`config.mk`:
```
export PLATFORM = sky130hd
export DESIGN_NAME = xml_entity_decoder_top
export DESIGN_NICKNAME = d
export VERILOG_FILES = /design/src/rtl/xed_pkg.sv /design/src/rtl/xed_match.sv /design/src/rtl/xed_burst.sv /design/src/rtl/xml_entity_decoder_top.sv
export SDC_FILE = /design/constraint.sdc
export NUM_CORES = 1
export LEC_CHECK = 0
export BUFFER_PORTS_ARGS = -buffer_cell sky130_fd_sc_hd__buf_2
export CORE_UTILIZATION = 50
export DETAILED_ROUTE_END_ITERATION = 7
export PLACE_DENSITY_LB_ADDON = 0.3
export SLEW_MARGIN = 20
export SYNTH_ARGS = -nofsm -noshare
export SYNTH_HDL_FRONTEND = slang
export SYNTH_SLANG_ARGS = --single-unit
export TNS_END_PERCENT = 5
```
`constraint.sdc`:
```
create_clock -name clk -period 5.2 [get_ports clk]
set_clock_uncertainty 0.2 [all_clocks]
set_input_delay 0.52 -clock clk [delete_from_list [all_inputs] [get_ports clk]]
set_output_delay 0.52 -clock clk [all_outputs]
set_load 0.005 [all_outputs]
```
`src/rtl/xed_pkg.sv`:
```
`timescale 1ns / 1ps
`default_nettype none

package xed_pkg;

    localparam int EntCount    = 5;
    localparam int EntMaxLen   = 5;
    localparam int PrefixDepth = 4;
    localparam int BurstDepth  = 6;

    typedef logic [7:0] byte_t;

    localparam byte_t AMP_CHAR = 8'h26;

    // entity names without the leading ampersand, zero padded
    localparam byte_t ENT_NAME [EntCount][EntMaxLen] = '{
        '{8'h6c, 8'h74, 8'h3b, 8'h00, 8'h00},   // lt;
        '{8'h67, 8'h74, 8'h3b, 8'h00, 8'h00},   // gt;
        '{8'h61, 8'h6d, 8'h70, 8'h3b, 8'h00},   // amp;
        '{8'h61, 8'h70, 8'h6f, 8'h73, 8'h3b},   // apos;
        '{8'h71, 8'h75, 8'h6f, 8'h74, 8'h3b}    // quot;
    };

    localparam logic [2:0] ENT_LEN [EntCount] = '{3'd3, 3'd3, 3'd4, 3'd5, 3'd5};

    localparam byte_t ENT_RAW [EntCount] = '{8'h3c, 8'h3e, 8'h26, 8'h27, 8'h22};

    // result bytes of one request, slot 0 goes out first
    typedef struct packed {
        byte_t [BurstDepth-1:0] data;
        logic [2:0]             count;
        logic                   last;
    } burst_t;

    // state update produced by the matcher
    typedef struct packed {
        logic       in_entity;
        logic [2:0] count;
        logic       wr_en;
        logic [1:0] wr_idx;
    } state_upd_t;

endpackage

`default_nettype wire

```
`src/rtl/xed_match.sv`:
```
`timescale 1ns / 1ps
`default_nettype none

module xed_match
    import xed_pkg::*;
(
    input  wire logic                    in_entity,
    input  wire logic [2:0]              prefix_count,
    input  wire byte_t [PrefixDepth-1:0] prefix_bytes,
    input  wire byte_t                   char_in,
    input  wire logic                    last_in,
    output burst_t                       burst,
    output state_upd_t                   upd
);

    logic [EntCount-1:0] hit;
    logic [EntCount-1:0] full_hit;
    logic                full;
    logic                partial;
    logic                flush;
    logic                append_c;
    byte_t               raw;

    always_comb
    begin
        for (int e = 0; e < EntCount; e++)
        begin
            hit[e] = (ENT_LEN[e] > prefix_count) && (ENT_NAME[e][prefix_count] == char_in);
            for (int i = 0; i < PrefixDepth; i++)
            begin
                if ((i < int'(prefix_count)) && (prefix_bytes[i] != ENT_NAME[e][i]))
                begin
                    hit[e] = 1'b0;
                end
            end
            full_hit[e] = hit[e] && (ENT_LEN[e] == prefix_count + 3'd1);
        end
    end

    always_comb
    begin
        raw = AMP_CHAR;
        for (int e = 0; e < EntCount; e++)
        begin
            if (full_hit[e])
            begin
                raw = ENT_RAW[e];
            end
        end
    end

    assign full    = in_entity && (|full_hit);
    assign partial = in_entity && (|(hit & ~full_hit))
                     && (prefix_count < 3'(PrefixDepth));
    // pending prefix goes out unchanged: mismatch, or stream ends inside a prefix
    assign flush    = in_entity && !full && !(partial && !last_in);
    // a fresh ampersand opens a prefix instead of going out
    assign append_c = !((char_in == AMP_CHAR) && !last_in);

    always_comb
    begin
        for (int j = 0; j < BurstDepth; j++)
        begin
            burst.data[j] = char_in;
        end
        burst.last  = last_in;
        burst.count = 3'd0;
        if (full)
        begin
            burst.data[0] = raw;
            burst.count   = 3'd1;
        end
        else if (partial && !last_in)
        begin
            burst.count = 3'd0;
        end
        else if (flush)
        begin
            burst.data[0] = AMP_CHAR;
            for (int j = 1; j < BurstDepth; j++)
            begin
                if ((j - 1) < int'(prefix_count))
                begin
                    burst.data[j] = prefix_bytes[j-1];
                end
            end
            burst.count = prefix_count + 3'd1 + {2'b00, append_c};
        end
        else
        begin
            burst.count = {2'b00, append_c};
        end
    end

    always_comb
    begin
        upd.wr_en     = partial;
        upd.wr_idx    = prefix_count[1:0];
        upd.in_entity = 1'b0;
        upd.count     = 3'd0;
        if (last_in || full)
        begin
            upd.in_entity = 1'b0;
            upd.count     = 3'd0;
        end
        else if (partial)
        begin
            upd.in_entity = 1'b1;
            upd.count     = prefix_count + 3'd1;
        end
        else
        begin
            upd.in_entity = (char_in == AMP_CHAR);
            upd.count     = 3'd0;
        end
    end

endmodule

`default_nettype wire

```
`src/rtl/xed_burst.sv`:
```
`timescale 1ns / 1ps
`default_nettype none

module xed_burst
    import xed_pkg::*;
(
    input  wire logic   clk,
    input  wire logic   rst_n,
    input  wire burst_t burst_in,
    input  wire logic   load_valid,
    output logic        load_ready,
    output logic        m_tvalid,
    input  wire logic   m_tready,
    output byte_t       m_tdata,
    output logic        m_tlast
);

    byte_t [BurstDepth-1:0] slot_reg;
    byte_t [BurstDepth-1:0] slot_next;
    logic [2:0]             count_reg;
    logic [2:0]             count_next;
    logic                   last_reg;
    logic                   last_next;
    logic                   pop;
    logic                   load;

    assign m_tvalid   = (count_reg != 3'd0);
    assign m_tdata    = slot_reg[0];
    assign m_tlast    = last_reg && (count_reg == 3'd1);
    assign pop        = m_tvalid && m_tready;
    // take a new request when empty, or once the last waiting byte leaves in this cycle
    assign load_ready = (count_reg == 3'd0) || ((count_reg == 3'd1) && pop);
    assign load       = load_valid && load_ready;

    always_comb
    begin
        slot_next  = slot_reg;
        count_next = count_reg;
        last_next  = last_reg;
        if (load)
        begin
            slot_next  = burst_in.data;
            count_next = burst_in.count;
            last_next  = burst_in.last;
        end
        else if (pop)
        begin
            for (int j = 0; j < BurstDepth - 1; j++)
            begin
                slot_next[j] = slot_reg[j+1];
            end
            count_next = count_reg - 3'd1;
        end
    end

    always_ff @(posedge clk or negedge rst_n)
    begin
        if (!rst_n)
        begin
            count_reg <= 3'd0;
            last_reg  <= 1'b0;
        end
        else
        begin
            count_reg <= count_next;
            last_reg  <= last_next;
        end
    end

    always_ff @(posedge clk)
    begin
        slot_reg <= slot_next;
    end

endmodule

`default_nettype wire

```
`src/rtl/xml_entity_decoder_top.sv`:
```
// channel   dir  tdata            tlast     tuser
// s_*       in   [7:0] char_in    last_in   -
// m_*       out  [7:0] char_out   last_out  -
//
// one input byte per cycle while output drains one byte per cycle
// a flush after a mismatch or at stream end puts out 1 to 6 bytes,
// input waits until only the final byte of that flush remains
// the output burst register sits between both sides; s_tready follows m_tready
// in the same cycle while the final byte of a burst waits
// reset (rst_n low) clears the pending prefix and empties the output
`timescale 1ns / 1ps
`default_nettype none

module xml_entity_decoder_top
    import xed_pkg::*;
(
    input  wire logic       clk,
    input  wire logic       rst_n,
    input  wire logic       s_tvalid,
    output logic            s_tready,
    input  wire logic [7:0] s_tdata,    // char_in[7:0]
    input  wire logic       s_tlast,    // last_in
    output logic            m_tvalid,
    input  wire logic       m_tready,
    output logic [7:0]      m_tdata,    // char_out[7:0]
    output logic            m_tlast     // last_out
);

    logic                   in_entity_reg;
    logic                   in_entity_next;
    logic [2:0]             prefix_count_reg;
    logic [2:0]             prefix_count_next;
    byte_t [PrefixDepth-1:0] prefix_bytes_reg;
    byte_t [PrefixDepth-1:0] prefix_bytes_next;
    burst_t                 burst;
    state_upd_t             upd;
    logic                   accept;

    assign accept = s_tvalid && s_tready;

    xed_match u_match (
        .in_entity    (in_entity_reg),
        .prefix_count (prefix_count_reg),
        .prefix_bytes (prefix_bytes_reg),
        .char_in      (s_tdata),
        .last_in      (s_tlast),
        .burst        (burst),
        .upd          (upd)
    );

    xed_burst u_burst (
        .clk        (clk),
        .rst_n      (rst_n),
        .burst_in   (burst),
        .load_valid (s_tvalid),
        .load_ready (s_tready),
        .m_tvalid   (m_tvalid),
        .m_tready   (m_tready),
        .m_tdata    (m_tdata),
        .m_tlast    (m_tlast)
    );

    always_comb
    begin
        in_entity_next    = in_entity_reg;
        prefix_count_next = prefix_count_reg;
        prefix_bytes_next = prefix_bytes_reg;
        if (accept)
        begin
            in_entity_next    = upd.in_entity;
            prefix_count_next = upd.count;
            if (upd.wr_en)
            begin
                prefix_bytes_next[upd.wr_idx] = s_tdata;
            end
        end
    end

    always_ff @(posedge clk or negedge rst_n)
    begin
        if (!rst_n)
        begin
            in_entity_reg    <= 1'b0;
            prefix_count_reg <= 3'd0;
        end
        else
        begin
            in_entity_reg    <= in_entity_next;
            prefix_count_reg <= prefix_count_next;
        end
    end

    always_ff @(posedge clk)
    begin
        prefix_bytes_reg <= prefix_bytes_next;
    end

endmodule

`default_nettype wire

```
Yosys cells after proc, flatten, opt, wreduce, memory -nomap -nowiden
Memories as Yosys holds them, arrays and structs flattened. Cells that the tools add are included.

Flip-flop bits (word level): 88. Memories: 5. ROM bits: 320. Bits of input ports: 13. Word-level logic and storage cells: 166.

Memory list: (no name shown) (words 8, width 8, read ports 1, clocked after Yosys merged registers in 0, write ports 0, RTL line xed_match.sv:28) `hit[e] = (ENT_LEN[e] > prefix_count) && (ENT_NAME[e][prefix_count] == char_in);`; (no name shown) (words 8, width 8, read ports 1, clocked after Yosys merged registers in 0, write ports 0, RTL line xed_match.sv:28); (no name shown) (words 8, width 8, read ports 1, clocked after Yosys merged registers in 0, write ports 0, RTL line xed_match.sv:28); (no name shown) (words 8, width 8, read ports 1, clocked after Yosys merged registers in 0, write ports 0, RTL line xed_match.sv:28); (no name shown) (words 8, width 8, read ports 1, clocked after Yosys merged registers in 0, write ports 0, RTL line xed_match.sv:28).

Bitwise gates (word level): 3. Reductions and logical operators: 50. Add/subtract/negate cells: 3. Eq/ne operators: 24. Order comparisons: 12. Muxes and demuxes: 55.

Operators by type and width (count): two-way mux 8 bit (16); two-way mux 40 bit (3); two-way mux 48 bit (2); inequality test 8 x 7 -> 1 bit (second input constant) (12); == test 8 bit (5); logical AND 1 bit (37); bitwise mux 32 bit (1); two-way mux 5 bit (5); two-way mux 1 bit (20); demux 8 bit (select 2 bit) (1); inequality test 8 x 6 -> 1 bit (second input constant) (2); two-way mux 3 bit (4); two-way mux 11 bit (1); OR reduction 5 bit (2); == test 8 x 6 -> 1 bit (second input constant) (1); two-way mux 4 bit (2); nonzero test 8 bit (1); == test 3 bit (first input constant) (2); greater-than comparator 3 bit (first input constant) (2); less-than comparator 1 x 3 -> 1 bit (first input constant) (2); less-than comparator 2 x 3 -> 1 bit (first input constant) (2); AND 5 bit (1); NOT 5 bit (1); >= comparator 4 bit (second input constant) (1); 17 further kinds (21).

Longest topological paths before layout
Depth after elaboration: 23. Mapped depth: 12. Gate-level depth less buffers: 10.

Hierarchy
A second synthesis with hierarchy kept.

Cells, all modules: 437. Area total of the unflattened synthesis: 5547.8 um^2.

Modules (own cells, without submodules): xed_burst (times used 1, cells each 133, area each 2439.8 um^2); xed_match (times used 1, cells each 256, area each 1948.1 um^2); xml_entity_decoder_top (times used 1, cells each 48, area each 1159.9 um^2).

Worst setup path after synthesis
Ideal clock, no wire load.

Path kind: register to register. From: reg prefix_count_reg[1]. To: reg u_burst.slot_reg (netlist bit u_burst.m_tdata[3]) (data pin). Slack: 1766 ps. Buffers on the path: 2. Setup time: 261 ps. Cell stages (with the launch flop): 13. Required time: 4739 ps. Data arrival time: 2973 ps. Clock period less this slack: 3434 ps. Cells stage by stage: dfrtp_1 buf_4 inv_1 ha_1 nand2b_1 a211oi_1 o32ai_1 or3_4 o21bai_4 o211a_4 and2_4 buf_6 a311o_1.

RTL lines: start: declaration (RTL line xml_entity_decoder_top.sv:31) `logic [2:0] prefix_count_reg;`; start signal: assignment (RTL line xml_entity_decoder_top.sv:89) `prefix_count_reg <= prefix_count_next;`; end signal: assignment (RTL line xed_burst.sv:72) `slot_reg <= slot_next;`; end: declaration (RTL line xed_burst.sv:18) `byte_t [BurstDepth-1:0] slot_reg;`.

==> impl_metrics.ini <==
[worst_setup_path]
endpoint = u_burst.slot_reg[17]$_DFFE_PP_
cp_top_family = compound AO/OA/AOI/OAI gates
critPathMaxStageDelay_ns = 0.75
cp-startpoint = prefix_count_reg[0]$_DFFE_PN0P_
r2r-start = prefix_count_reg[0]$_DFFE_PN0P_
worstSetupPathType = flip-flop to flip-flop
startpoint_type = flip-flop
crit_arrival_ns = 4.34
rrSetupSlack_ns = 0.78
r2r-end = u_burst.slot_reg[17]$_DFFE_PP_
path_cells = inv_1, ha_1, or3_1, a21oi_1, o211ai_1, a21oi_1, o2111ai_1, a31oi_2, buf_4, nor4_1, a221o_1
critPathMaxFanout = 27
critical_path_required_ns = 5.12
cp_num_buf_inv = 2
rr_worst_depth = 11
critical-path-top-cell-by-count = a21oi_1
end_kind = flip-flop
worstSetupPathDepth = 11
crit_path_top_delay_cell = dfrtp_1

[place]
gp_congestion = 0.943
dpl_cell_area_um2 = 5260
hpwl_mm = 9.39
io_buffers = 23
dp.cells = 616

[timing]
setup_tns_ns = 0
fin_crit_sh = 0.851
holdWs_ns = 0.205
rsz0062_at_grt = no
drv_slew = 0
fin_crit_ns = 4.42
fmax_mhz = 226
setup_viol = 0
hold_viol = 0
worst_pin_slew_ns = 1.03
slew-limit-headroom = 0.311

[final_layout]
syn_to_final_growth_pct = 6.59
largest_reg_flops = 40
fin_cells = 633
design_area_um2 = 5470
n_antenna_cell = 0
drive_gt1_frac = 0.114
nets = 520

[logic_synthesis]
ys.flop_type = edfxtp_1
synth-async-reset-ratio = 0.0909
synth_top_family_by_area = simple AND/OR/NAND/NOR gates
synth-seq-cells = 88
syn_nets = 517
synth_edf_count = 80
syn_avg_cell_area_um2 = 10.4
synth_area_leaders = edfxtp_1, nand2_1, a221o_1
synth_adder_area_share = 0.0293
synth_warnings = 0
synth_mux_area_frac = 0.00220
yosysSeqAreaShare = 0.507
post_synth_num_cell_types = 70
synth_top_area_cell = edfxtp_1
synthCells = 492
synth_xor_xnor_area_share = 0.0239
syn-cell-area_um2 = 5130
synth_top_area_frac = 0.468
synth_simple_gate_area_frac = 0.234
synth-compound-area-share = 0.154

[global_routing]
grt_pass1_vias = 3655
grt_use_total = 0.268
grt_max_degree = 54
grt_pass1_wl_mm = 20.6
grt_overflow = 0
grt_antenna_before_repair = 0

[route]
ant_nets = 0
drc = 0
first_iter_violations = 423
firstDrtPassIters = 5
routed_wl_mm = 13.4
vias_per_cell = 6.52
routedWlPerCell_um = 21.2
vias = 4126

[floorplanning]
core-area_um2 = 9860
start_util = 0.520
die_width_um = 103
ios = 24
fp-row-count = 36
die_h_um = 103
dieArea_um2 = 10700

[cts]
cts_made_buffers = 9
cts_root_buf = clkbuf_8
clkTransAtPathRegs_ns = 0.10
clock_sinks = 88
cts_tree = built
clock_path_buffers = 2
post_cts_buffers = 0
clkLatencyLatePin_ns = 0.37
cts_resized = 0
htree_levels = 3

[pwr]
powerDensity_nw_per_um2 = 403
vdd.ir_drop.worst_mv = 0.188
p_leak_nw = 1.82
finalPower_mw = 2.20

[run]
cap_violations = 0

[status]
status = finished clean

[min_path]
hold_depth = 3
hp-class = input port to flip-flop
through the flow:
stage               setup WS [ns]   util
floorplan                    1.77      -
global placement             1.07  0.533
detailed placement          0.921  0.533
CTS                         0.893  0.554
global route                0.572  0.554
finish                      0.777  0.554
where the power goes:
part | switching [mW] | total, mW | internal [mW]
clock | 0.260 | 0.489 | 0.229
sequential | 0.0771 | 1.02 | 0.944
combinational | 0.427 | 0.694 | 0.267
cell usage in the layout, fill, tap and decap left out, types with 3 or more instances in the layout:
| cell type | instances |
|---|---|
| nor2b_1 | 3 |
| nand4_1 | 8 |
| dfrtp_1 | 8 |
| a221o_1 | 21 |
| or4_1 | 5 |
| nand2b_1 | 7 |
| ha_1 | 12 |
| buf_4 | 6 |
| edfxtp_1 | 80 |
| nor2_1 | 29 |
| xnor2_1 | 10 |
| nand3_1 | 20 |
| buf_2 | 23 |
| nand3b_1 | 3 |
| a21oi_1 | 15 |
| nor4bb_1 | 4 |
| clkbuf_8 | 9 |
| o22ai_1 | 3 |
| nand2_1 | 67 |
| nor4_1 | 22 |
| and2_1 | 8 |
| o31ai_1 | 3 |
| xor2_1 | 4 |
| nor3_1 | 8 |
| nand4b_1 | 3 |
| a311o_1 | 3 |
| inv_6 | 3 |
| inv_1 | 12 |
| a31oi_1 | 6 |
| and3_1 | 8 |
| nor4b_1 | 3 |
| o21ai_0 | 19 |
| o211ai_1 | 7 |
| or3_1 | 10 |
worst min path at each step:
stage                  from                              end  slack (ns)
finish              s_tlast     u_burst.last_reg$_DFFE_PN0P_        0.21
detailed placement    rst_n  prefix_count_reg[2]$_DFFE_PN0P_        0.18
global placement      rst_n  prefix_count_reg[0]$_DFFE_PN0P_        0.17
CTS                 s_tlast     u_burst.last_reg$_DFFE_PN0P_        0.19
global route        s_tlast     u_burst.last_reg$_DFFE_PN0P_        0.22
floorplan             rst_n        in_entity_reg$_DFFE_PN0P_        0.02
logic make-up after synthesis:
logic type / Yosys count
mux: 1
simple gates: 222
compound gates: 103
xor+xnor: 14
flops: 88
fa+ha+maj: 12
buf+inv: 52
layer usage:
layer / vias to the layer above / GRT usage / routed length [µm]
met3: 29 / 0.0679 / 1200
met4: 0 / 0.111 / 348
met2: 252 / 0.402 / 5970
li1: 1904 / - / -
met1: 1941 / 0.373 / 5900
met5: - / 0 / 0
cell type report:
| class | count | area, µm² |
|---|---|---|
| Fill cell | 854 | 4400 |
| Clock inverter | 6 | 73.8 |
| Sequential cell | 88 | 2600 |
| Clock buffer | 10 | 128 |
| Tap cell | 133 | 166 |
| Timing Repair Buffer | 30 | 170 |
| Inverter | 14 | 52.6 |
| Multi-Input combinational cell | 352 | 2270 |
worst reg2reg max path: stages (launching register included):
cell	delay, ns
dfrtp_1	0.75
inv_1	0.32
ha_1	0.41
or3_1	0.37
a21oi_1	0.16
o211ai_1	0.11
a21oi_1	0.35
o2111ai_1	0.23
a31oi_2	0.52
buf_4	0.35
nor4_1	0.10
a221o_1	0.31
synthesized netlist by cell type, types with 3 or more instances:
library cell,count
and3_1,8
ha_1,12
buf_2,7
a31oi_1,6
nor3_1,8
or3_1,10
nand2b_1,7
nor2b_1,3
edfxtp_1,80
nor4b_1,3
a311o_1,3
nor4bb_1,4
a221o_1,21
o22ai_1,3
nand3b_1,3
nor2_1,29
buf_4,11
o31ai_1,3
xnor2_1,10
or4_1,5
dfrtp_1,8
o211ai_1,7
nand2_1,67
inv_1,12
and2_1,8
nand4b_1,3
clkbuf_1,18
a21oi_1,15
o21ai_0,19
nor4_1,22
xor2_1,4
nand4_1,8
nand3_1,20
what timing repair did:
action	in CTS	in global routing
hold endpoints to repair	8	0
hold buffers	1	0
endpoints found under the setup margin	0	0
No activity file was read; power rests on OpenSTA's default activity.
